<file path="config.mk">
export PLATFORM = sky130hd
export DESIGN_NAME = flash_page_write_splitter
export DESIGN_NICKNAME = d
export VERILOG_FILES = /design/src/rtl/core/fpws_pkg.sv /design/src/rtl/core/flash_page_write_splitter.sv /design/src/rtl/core/fpws_datapath.sv /design/src/rtl/core/fpws_ctrl.sv
export SDC_FILE = /design/constraint.sdc
export NUM_CORES = 1
export LEC_CHECK = 0
export ABC_CLOCK_PERIOD_IN_PS = 16300
export BUFFER_PORTS_ARGS = -buffer_cell sky130_fd_sc_hd__buf_2
export CORE_ASPECT_RATIO = 0.6
export CORE_MARGIN = 1.5
export CORE_UTILIZATION = 50
export CTS_BUF_LIST = sky130_fd_sc_hd__clkbuf_16
export CTS_CLUSTER_SIZE = 8
export DETAILED_ROUTE_END_ITERATION = 16
export PLACE_DENSITY = 0.73
export REMOVE_ABC_BUFFERS = 1
export SYNTH_ARGS = -nofsm -noshare
export SYNTH_HDL_FRONTEND = slang
export SYNTH_SLANG_ARGS = --single-unit
</file>
<file path="constraint.sdc">
create_clock -name clk -period 16.3 [get_ports clk]
set_clock_uncertainty 0.2 [all_clocks]
set_input_delay 1.63 -clock clk [delete_from_list [all_inputs] [get_ports clk]]
set_output_delay 1.63 -clock clk [all_outputs]
set_load 0.005 [all_outputs]
</file>
<file path="src/rtl/core/fpws_pkg.sv">
// Shared types, field widths and defaults of the flash page write splitter.
package fpws_pkg;

  localparam int ADDR_W = 24;
  localparam int COUNT_W = 14;
  localparam int CHUNK_BYTES_W = 9;
  localparam int OFFSET_W = 13;

  // The page size must be a power of two.
  localparam int PAGE_BYTES_DEF = 256;
  localparam int MAX_REQUEST_BYTES_DEF = 8192;

  // No request is split into more chunks than this.
  localparam int MAX_CHUNKS = 33;

  typedef enum logic {
    ST_IDLE,
    ST_RUN
  } state_t;

  typedef struct packed {
    logic load;
    logic advance;
  } dp_cmd_t;

  typedef struct packed {
    logic req_empty;
    logic chunk_last;
  } dp_status_t;

endpackage

</file>
<file path="src/rtl/core/flash_page_write_splitter.sv">
// Top level of the flash page write splitter: controller, datapath and checks.
// A request is taken while the block is idle and then gives one chunk beat per cycle while out_ready is high.
// The chunk count is set by the address cursor, which moves to the start of the next page on each beat but the last.
// A request of zero bytes is taken and gives no beat.
// Synchronous active-low reset returns the controller to idle; datapath registers are not reset.
module flash_page_write_splitter #(
  parameter int PAGE_BYTES = fpws_pkg::PAGE_BYTES_DEF,
  parameter int MAX_REQUEST_BYTES = fpws_pkg::MAX_REQUEST_BYTES_DEF
) (
  input  logic                               clk,
  input  logic                               rst_n,
  input  logic                               in_valid,
  output logic                               in_ready,
  input  logic [fpws_pkg::ADDR_W-1:0]        in_start_address,
  input  logic [fpws_pkg::COUNT_W-1:0]       in_byte_count,
  output logic                               out_valid,
  input  logic                               out_ready,
  output logic [fpws_pkg::ADDR_W-1:0]        out_chunk_address,
  output logic [fpws_pkg::CHUNK_BYTES_W-1:0] out_chunk_bytes,
  output logic [fpws_pkg::OFFSET_W-1:0]      out_buffer_offset,
  output logic                               out_last_chunk
);

  fpws_pkg::dp_cmd_t    cmd;
  fpws_pkg::dp_status_t status;

  fpws_ctrl u_ctrl (
    .clk       (clk),
    .rst_n     (rst_n),
    .in_valid  (in_valid),
    .in_ready  (in_ready),
    .out_valid (out_valid),
    .out_ready (out_ready),
    .status    (status),
    .cmd       (cmd)
  );

  fpws_datapath #(
    .PAGE_BYTES        (PAGE_BYTES),
    .MAX_REQUEST_BYTES (MAX_REQUEST_BYTES)
  ) u_datapath (
    .clk           (clk),
    .cmd           (cmd),
    .status        (status),
    .start_address (in_start_address),
    .byte_count    (in_byte_count),
    .chunk_address (out_chunk_address),
    .chunk_bytes   (out_chunk_bytes),
    .buffer_offset (out_buffer_offset),
    .last_chunk    (out_last_chunk)
  );

  // A new request is never taken while chunk beats are pending.
  a_no_overlap: assert property (@(posedge clk) disable iff (!rst_n)
    !(in_ready && out_valid))
    else $error("input taken while chunks pending");

  // The beat flagged as last ends the request.
  a_last_ends: assert property (@(posedge clk) disable iff (!rst_n)
    (out_valid && out_ready && out_last_chunk) |=> (!out_valid && in_ready))
    else $error("chunk beat after last chunk");

  // An empty request produces no beat.
  a_empty_silent: assert property (@(posedge clk) disable iff (!rst_n)
    (in_valid && in_ready && in_byte_count == '0) |=> !out_valid)
    else $error("beat produced for empty request");

  // A non-empty request always starts chunk beats.
  a_request_runs: assert property (@(posedge clk) disable iff (!rst_n)
    (in_valid && in_ready && in_byte_count != '0) |=> out_valid)
    else $error("non-empty request produced no beat");

endmodule

</file>
<file path="src/rtl/core/fpws_datapath.sv">
// Datapath holding the request cursor and forming one chunk per beat.
module fpws_datapath #(
  parameter int PAGE_BYTES = fpws_pkg::PAGE_BYTES_DEF,
  parameter int MAX_REQUEST_BYTES = fpws_pkg::MAX_REQUEST_BYTES_DEF
) (
  input  logic                               clk,
  input  fpws_pkg::dp_cmd_t                  cmd,
  output fpws_pkg::dp_status_t               status,
  input  logic [fpws_pkg::ADDR_W-1:0]        start_address,
  input  logic [fpws_pkg::COUNT_W-1:0]       byte_count,
  output logic [fpws_pkg::ADDR_W-1:0]        chunk_address,
  output logic [fpws_pkg::CHUNK_BYTES_W-1:0] chunk_bytes,
  output logic [fpws_pkg::OFFSET_W-1:0]      buffer_offset,
  output logic                               last_chunk
);

  localparam int AW = fpws_pkg::ADDR_W;
  localparam int CW = fpws_pkg::COUNT_W;
  localparam int MAX_CHUNKS = fpws_pkg::MAX_CHUNKS;
  localparam int IDX_W = $clog2(MAX_CHUNKS);

  logic [AW-1:0]    addr_r, addr_nxt;
  logic [CW-1:0]    remaining_r, remaining_nxt;
  logic [CW-1:0]    offset_r, offset_nxt;
  logic [IDX_W-1:0] idx_r, idx_nxt;

  logic [CW-1:0] count_sat;
  logic [AW-1:0] page_low;
  logic [CW-1:0] room;
  logic [CW-1:0] len;
  logic [CW-1:0] rem_after;

  always_comb begin
    if (byte_count > CW'(MAX_REQUEST_BYTES)) begin
      count_sat = CW'(MAX_REQUEST_BYTES);
    end else begin
      count_sat = byte_count;
    end
    page_low  = addr_r & AW'(PAGE_BYTES - 1);
    room      = CW'(PAGE_BYTES) - CW'(page_low);
    len       = (remaining_r < room) ? remaining_r : room;
    rem_after = remaining_r - len;
  end

  always_comb begin
    addr_nxt      = addr_r;
    remaining_nxt = remaining_r;
    offset_nxt    = offset_r;
    idx_nxt       = idx_r;
    if (cmd.load) begin
      addr_nxt      = start_address;
      remaining_nxt = count_sat;
      offset_nxt    = '0;
      idx_nxt       = '0;
    end else if (cmd.advance) begin
      addr_nxt      = addr_r + AW'(len);
      remaining_nxt = rem_after;
      offset_nxt    = offset_r + len;
      idx_nxt       = idx_r + IDX_W'(1);
    end
  end

  always_ff @(posedge clk) begin
    addr_r      <= addr_nxt;
    remaining_r <= remaining_nxt;
    offset_r    <= offset_nxt;
    idx_r       <= idx_nxt;
  end

  assign status.req_empty  = (count_sat == '0);
  assign status.chunk_last = (rem_after == '0) || (idx_r == IDX_W'(MAX_CHUNKS - 1));

  assign chunk_address = addr_r;
  assign chunk_bytes   = len[fpws_pkg::CHUNK_BYTES_W-1:0];
  assign buffer_offset = offset_r[fpws_pkg::OFFSET_W-1:0];
  assign last_chunk    = status.chunk_last;

endmodule

</file>
<file path="src/rtl/core/fpws_ctrl.sv">
// Controller state machine sequencing request loads and chunk beats.
module fpws_ctrl (
  input  logic                 clk,
  input  logic                 rst_n,
  input  logic                 in_valid,
  output logic                 in_ready,
  output logic                 out_valid,
  input  logic                 out_ready,
  input  fpws_pkg::dp_status_t status,
  output fpws_pkg::dp_cmd_t    cmd
);

  fpws_pkg::state_t state_r, state_nxt;

  always_comb begin
    state_nxt = state_r;
    case (state_r)
      fpws_pkg::ST_IDLE: begin
        if (in_valid && !status.req_empty) begin
          state_nxt = fpws_pkg::ST_RUN;
        end
      end
      fpws_pkg::ST_RUN: begin
        if (out_ready && status.chunk_last) begin
          state_nxt = fpws_pkg::ST_IDLE;
        end
      end
      default: state_nxt = fpws_pkg::ST_IDLE;
    endcase
  end

  always_comb begin
    in_ready    = 1'b0;
    out_valid   = 1'b0;
    cmd.load    = 1'b0;
    cmd.advance = 1'b0;
    case (state_r)
      fpws_pkg::ST_IDLE: begin
        in_ready = 1'b1;
        cmd.load = in_valid;
      end
      fpws_pkg::ST_RUN: begin
        out_valid   = 1'b1;
        cmd.advance = out_ready;
      end
      default: begin
        in_ready = 1'b0;
      end
    endcase
  end

  always_ff @(posedge clk) begin
    if (!rst_n) begin
      state_r <= fpws_pkg::ST_IDLE;
    end else begin
      state_r <= state_nxt;
    end
  end

endmodule
</file>
==> metrics.md, run 1 <==
| Metric | Value |
|---|---|
| Final Max Slew Viols | 0 |
| Number of global-route vias before repair | 4192 |
| Die Wd | ~130 um |
| Maximum vdd drop | 0.0000893 V |
| Unrepaired setup endpoints after global routing | no |
| Share of the yosys chip area belonging to registers | between 30% and 40% |
| Multiplexer share of the synthesized area | 4.51% |
| Main combinational cell family by area after synthesis | compound AO/OA/AOI/OAI gates |
| Synth warnings | 0 |
| Netlist cell types | 60 |
| Drt wl/cell | 17.6 um |
| Top cell type's share of synthesized area | roughly 24% |
| Gates resized, CTS repair | 0 |
| Final wirelength | 13.3 mm |
| FF-to-FF setup slack | 10.32 ns |
| 1st-iter DRT viols | 421 |
| CP Capture Type | primary output |
| Starting density of the core | roughly 51% |
| Hpwl dp | 9.85 mm |
| Slew @ Worst Pin | between 1 and 1.5 ns |
| Relative slew slack | 26.6% |
| Syn avg cell area | 8.90 um^2 |
| Static leakage | around 2.4 nW |
| Status | completed |
| CTS Buf Count | 9 |
| Max Clock Freq | 126 MHz |
| Required @ worst endpoint | approximately 14 ns |
| Final setup fails | 0 |
| Combinational fraction of design power | 63.3% |
| Fillcell total | 822 |
| Antenna violations before repair | 0 |
| Net Sw Frac | 46.0% |
| # diodes | 0 |
| Post-synth EDFFs | 38 |
| CTS tree | done |
| Synth Area in Compound Gates | 20.1% |
| Post-CTS Setup Bufs | 0 |
| Gate Count Post-Synth | 527 |
| Area contributors post-synth | edfxtp_1, ha_1, dfxtp_1 |
| Rows | 27 |
| Ports | 91 |
| Cell-internal power | 0.000709 W |
| Clock sinks | 58 |
| All-layer global routing usage | a little over a quarter |
| Core Region | 0.00916 mm^2 |
| Setup TNS | 0 ns |
| Arr. time, crit path | around 6 ns |
| GRT overflow | 0 |
| Synth area leader | edfxtp_1 |
| Post-synth top flop | edfxtp_1 |
| DR vias/cell | about 6 |
| P per Cell Area | 234 mW/mm^2 |
| Final count of hold timing violations | 0 |
| Number of max-cap violations | 0 |
| Power share of the clock group | 14.8% |
| Die area | approximately 0.010 mm^2 |
| Post-cts hold buffer count | 0 |
| First-pass GRT wire length | 20.9 mm |
| Nets | 715 |
| Fraction of registers with async set/reset | 0% |
| Seq pwr share | between 20% and 30% |
| Critical Path End | out_last_chunk |
| Post-synthesis instance area | 0.00469 mm^2 |
| HP Class | reg -> reg |
| Reg clk slew, reported paths | 0.05 ns |
| Synth Area in Adders | 13.6% |
| Placed Area | between 0.005 and 0.006 mm^2 |
| Root Driver | clkbuf_16 |
| Startpoint Class | register |
| R2R depth | 19 |
| Die height | approximately 78 um |
| RR Endpoint | u_ctrl.state_r |
| Largest net degree at the start of global routing | 57 |
| Synth Area in Simple Gates | 16.4% |
| P_sw | between 0.0006 and 0.0007 W |
| Top-count cell post-synth | nand2_1 |
| CP max FO | 17 |
| Min Tclk post-route | 7.93 ns |
| DRC | 0 |
| Post-route ant nets | 0 |
| Drt first pass iters | 5 |
| Share of cells above drive strength 1 | roughly a fifth |
| RD Place Congestion | 0.932 |
| Final cycle utilization of the critical path | 48.7% |
| Port buffer count | 90 |
| Total vias in the final route | 4445 |
| Synth Register Bits | 58 |
| Worst r2r src | u_datapath.chunk_address[2] |
| Max Root-Sink Buffers | 2 |
| Power Total | 0.00131 W |
| Area Overhead vs Synth | 19.5% |
| Critical path type | reg -> out |
| Crit. Startpoint | u_datapath.chunk_address[2] |
| Post-Synth XOR/XNOR Area | 8.78% |
| Fin area | between 0.005 and 0.006 mm^2 |
| CTS H-tree lvls | 3 |
| Clk Latency, worst-skew pair | 0.33 ns |
| Top cells by count, synth | nand2_1, o21ai_0, ha_1, edfxtp_1 |
==> critical path, stage by stage (launching register included) <==
cell	delay [ns]
edfxtp_1	0.49
or3_1	0.40
nor3_1	0.22
xnor2_1	0.21
inv_1	0.09
ha_1	0.32
a21o_1	0.19
a21oi_1	0.13
o211ai_1	0.15
a31oi_4	0.63
mux2i_1	0.48
ha_1	0.26
inv_1	0.06
fa_1	0.41
a211oi_1	0.56
o21bai_1	0.21
a21oi_1	0.24
xnor2_1	0.17
nand4_1	0.17
o21ai_0	0.20
buf_2	0.14
==> per-layer routing <==
layer	routed length (um)	up-vias	global-route usage [%]	share of wire, %
li1	-	2129	-	-
met1	6610	2095	41.0	50
met2	5400	201	38.3	40
met3	1180	20	7.50	8.8
met4	157	0	5.96	1.2
met5	0	-	0	0
==> power by group through the flow <==
stage	Combinational, W	Clock (W)	Sequential (W)
5_1_grt	0.000914	0.000203	0.000295
3_3_place_gp	0.000770	0	0.000285
3_5_place_dp	0.000798	0	0.000288
2_1_floorplan	0.000595	0	0.000276
6_report	0.000831	0.000195	0.000288
4_1_cts	0.000811	0.000197	0.000286
==> placed cells by master (no fill, tap or decap), drive strengths merged, types with 11 or more instances in the layout <==
cell    synthesis  final
a21oi          31     31
buf             4     92
dfxtp          20     20
edfxtp         38     38
ha             46     46
inv            31     32
mux2i          11     11
nand2          56     56
nand3          13     13
nor2           30     30
nor3           15     15
o21ai          50     50
xnor2          19     19
xor2           28     28
==> worst min path at each step <==
stage / end / from / slack [ns] / cells after the start
CTS: u_datapath.offset_r[8] / u_datapath.offset_r[8] / 0.28 / 2
global placement: u_datapath.offset_r[8] / u_datapath.offset_r[8] / 0.26 / 2
global route: u_datapath.offset_r[8] / u_datapath.offset_r[8] / 0.32 / 2
finish: u_datapath.offset_r[8] / u_datapath.offset_r[8] / 0.27 / 2
detailed placement: u_datapath.offset_r[8] / u_datapath.offset_r[8] / 0.26 / 2
floorplan: u_datapath.offset_r[8] / u_datapath.offset_r[8] / 0.26 / 2
==> state kept, by name, indices dropped and copies added (netlist names) <==
name                      flops
u_ctrl.state_r                1
u_datapath.idx_r              6
u_datapath.remaining_r       14
u_datapath.chunk_address     24
u_datapath.offset_r          13
==> layout make-up <==
cell class                      instances  area [um^2]  area share (%)
Tap cell                              130          163            2.90
Multi-Input combinational cell        432         3010            53.8
Timing Repair Buffer                   92          465            8.31
Inverter                               31          116            2.08
Clock inverter                          6         55.1           0.983
Sequential cell                        58         1540            27.5
Clock buffer                           10          250            4.47
==> logic make-up (layout without fill, tap and decap cells) <==
family                     count (synthesis)  after routing
adders and majority gates                 49             49
other                                      1              8
muxes                                     20             20
buffers and inverters                     44            139
and+or+nand+nor                          161            161
DFF                                       58             58
AOI/OAI and AO/OA                        147            147
xor gates and xnor gates                  47             47
==> stage by stage <==
stage	std cells	utilization, %	setup WS [ns]	hold slack (ns)
floorplan	521	-	9.75	0.265
detailed placement	743	57.9	8.95	0.264
global placement	743	57.9	9.25	0.257
global route	759	61.2	7.93	0.317
finish	759	61.2	8.37	0.270
CTS	759	61.2	8.52	0.276
Note: power is estimated with default switching activity, not from simulation.
==> run 2: changes to the inputs <==
--- a/config.mk
+++ b/config.mk
@@ -5,7 +5,7 @@
 export SDC_FILE = /design/constraint.sdc
 export NUM_CORES = 1
 export LEC_CHECK = 0
-export ABC_CLOCK_PERIOD_IN_PS = 16300
+export ABC_CLOCK_PERIOD_IN_PS = 7750
 export BUFFER_PORTS_ARGS = -buffer_cell sky130_fd_sc_hd__buf_2
 export CORE_ASPECT_RATIO = 0.6
 export CORE_MARGIN = 1.5
==> constraint.sdc (replaced) <==
create_clock -name clk -period 7.75 [get_ports clk]
set_clock_uncertainty 0.2 [all_clocks]
set_input_delay 0.775 -clock clk [delete_from_list [all_inputs] [get_ports clk]]
set_output_delay 0.775 -clock clk [all_outputs]
set_load 0.005 [all_outputs]
==> run 2 against run 1 <==
Sequential share of layout area grew 0.15 points. Critical path type unchanged. Design area is 0.54% lower. Total power up 110%. Critical endpoint unchanged. Utilization down 0.33 points. Wire length decreased by 0.57%. Non-clock buffer count stayed put. Via count shrank 1.2%. Global-route usage fell by 0.27 points.
==> metrics.md, run 2 (same netlist as run 1, synthesis figures left out) <==
| Metric | Value |
|---|---|
| Status | completed |
| CTS tree | done |
| Critical path type | reg -> out |
| # diodes | 0 (unchanged) |
| Final setup fails | 0 (unchanged) |
| Fin area | 0.00557 mm^2 (-0.54%) |
| Crit-path cells | or3_1, nor3_1, xnor2_1, inv_1, ha_1, a21o_1, a21oi_1, o211ai_1, a31oi_4, mux2i_1, ha_1, inv_1, fa_1, a211oi_1, o21bai_1, a21oi_1, xnor2_1, nand4_1, o21ai_0, buf_2 |
| Fillcell total | 817 (-0.61%) |
| Number of max-cap violations | 0 (unchanged) |
| Drt first pass iters | 4 (-1) |
| Final Max Slew Viols | 0 (unchanged) |
| Slowest Stage Delay on Critical Path | 0.62 ns (about the same) |
| RR Endpoint | u_datapath.chunk_address[16] |
| Final wirelength | 13.3 mm (-0.57%) |
| FF-to-FF setup slack | 1.76 ns (-8.56 ns) |
| RD Place Congestion | 0.932 (about the same) |
| Clk Latency, worst-skew pair | 0.33 ns (about the same) |
| DR vias/cell | 5.79 (-1.2%) |
| First-pass GRT wire length | 20.6 mm (-1.4%) |
| Reg clk slew, reported paths | 0.05 ns (about the same) |
| Net Sw Frac | 46.3% (+0.28 points) |
| Max Root-Sink Buffers | 2 (unchanged) |
| Starting density of the core | 51.2% (unchanged) |
| Static leakage | 2.43 nW (-0.15%) |
| Worst r2r src | u_datapath.chunk_address[2] |
| Post-CTS Setup Bufs | 0 (unchanged) |
| Placed Area | 0.00530 mm^2 (unchanged) |
| Port buffer count | 90 (unchanged) |
| DRC | 0 (unchanged) |
| Area Overhead vs Synth | 18.8% |
| Final count of hold timing violations | 0 (unchanged) |
| CP max FO | 17 (unchanged) |
| Unrepaired setup endpoints after global routing | no |
| Hold Startpoint | u_datapath.offset_r[8] |
| Core Region | 0.00916 mm^2 (unchanged) |
| Die Wd | 128 um (unchanged) |
| Power share of the clock group | 13.6% (-1.2 points) |
| P per Cell Area | 487 mW/mm^2 (+110%) |
| GRT overflow | 0 (unchanged) |
| Startpoint Class | register |
| Rows | 27 (unchanged) |
| All-layer global routing usage | 26.9% (-0.27 points) |
| Slew @ Worst Pin | 1.10 ns (-0.00226 ns) |
| CP Capture Type | primary output |
| Required @ worst endpoint | 6.78 ns (-7.69 ns) |
| Total vias in the final route | 4391 (-1.2%) |
| Max reg flops | 24 (unchanged) |
| Antenna violations before repair | 0 (unchanged) |
| CTS H-tree lvls | 3 (unchanged) |
| HP Class | reg -> reg |
| Gates resized, CTS repair | 0 (unchanged) |
| Arr. time, crit path | 6.19 ns (+0.09 ns) |
| Multi-input gate area | 0.00301 mm^2 (unchanged) |
| Seq. cell area | 0.00154 mm^2 (unchanged) |
| Share of cells above drive strength 1 | 19.6% (-0.32 points) |
| Commonest non-fill, non-tap cell in the layout | buf_2 |
| Setup TNS | 0 ns (unchanged) |
| Root Driver | clkbuf_16 |
| Commonest non-fill, non-tap cells in the layout | buf_2, nand2_1, o21ai_0, ha_1, edfxtp_1 |
| Nets | 715 (unchanged) |
| Hold_ws | 0.275 ns (+0.00425 ns) |
| Drt wl/cell | 17.5 um (-0.57%) |
| R2R depth | 18 (-1) |
| Die height | 78.0 um (unchanged) |
| Final cycle utilization of the critical path | 92.4% |
| Min Tclk post-route | about 7 ns |
| P_sw | 0.00126 W (+110%) |
| Die area | 0.00999 mm^2 (unchanged) |
| 1st-iter DRT viols | 358 (-15%) |
| Hpwl dp | 9.81 mm (-0.45%) |
| Seq pwr share | 22.3% (+0.4 points) |
| Clock sinks | 58 (unchanged) |
| CTS Buf Count | 9 (unchanged) |
| Maximum vdd drop | 0.000179 V (+100%) |
| Relative slew slack | 26.8% (+0.15 points) |
| WHS Endpoint | u_datapath.offset_r[8] |
| Slowest-stage cell, CP | a31oi_4 |
| Max Clock Freq | 140 MHz |
| Number of global-route vias before repair | 4146 (-1.1%) |
| Ports | 91 (unchanged) |
| Post-cts hold buffer count | 0 (unchanged) |
| Cell count of the worst hold path | 2 (unchanged) |
| Combinational fraction of design power | 64.2% (+0.9 points) |
| Largest net degree at the start of global routing | 57 (unchanged) |
| Cell-internal power | 0.00146 W (+110%) |
| Post-route ant nets | 0 (unchanged) |
## run 2: through the flow
step / power [W] / worst slack, ns / cells / utilization (%)
2_1_floorplan: 0.00183 / 2.06 / 521 / -
3_3_place_gp: 0.00222 / 1.55 / 743 / 57.9
3_5_place_dp: 0.00228 / 1.16 / 743 / 57.9
4_1_cts: 0.00267 / 0.755 / 759 / 60.9
5_1_grt: 0.00292 / 0.280 / 759 / 60.9
6_report: 0.00271 / 0.585 / 759 / 60.9
## run 2: layout make-up
class                      instances  share of cell area, %
multi-input combinational        432                   54.0
sequential                        58                   27.7
timing repair buffer              92                   8.35
clock inverter                     6                  0.449
tap                              130                   2.92
inverter                          31                   2.09
clock buffer                      10                   4.49
## run 2: worst max-delay path, delay by kind of cell (launching register included)
kind	cells	cell delay [ns]
fa+ha+maj	3	0.99
simple gates	3	0.82
compound gates	8	2.40
flops	1	0.49
xor+xnor	2	0.37
mux	1	0.47
buf+inv	3	0.29
## run 2: worst max-delay path by stage
| stage | start | to | depth (start not counted) |
|---|---|---|---|
| floorplan | u_datapath.chunk_address[2] | out_last_chunk | 19 |
| global placement | u_datapath.chunk_address[2] | out_last_chunk | 20 |
| detailed placement | u_datapath.chunk_address[2] | out_last_chunk | 20 |
| CTS | u_datapath.chunk_address[2] | out_last_chunk | 20 |
| global route | u_datapath.chunk_address[2] | out_last_chunk | 20 |
| finish | u_datapath.chunk_address[2] | out_last_chunk | 20 |
## run 2: metal layers
metal,part of all wire (%),vias up,track usage (%)
li1,-,2132,-
met1,50,2088,39.9
met2,41,158,37.8
met3,8.1,13,7.57
met4,1.2,0,7.53
met5,0,-,0
## run 2: power by group through the flow
stage | clock, W | combinational, W | sequential (W)
2_1_floorplan | 0 | 0.00125 | 0.000580
3_3_place_gp | 0 | 0.00162 | 0.000599
3_5_place_dp | 0 | 0.00168 | 0.000606
4_1_cts | 0.000376 | 0.00170 | 0.000601
5_1_grt | 0.000386 | 0.00191 | 0.000618
6_report | 0.000368 | 0.00174 | 0.000604
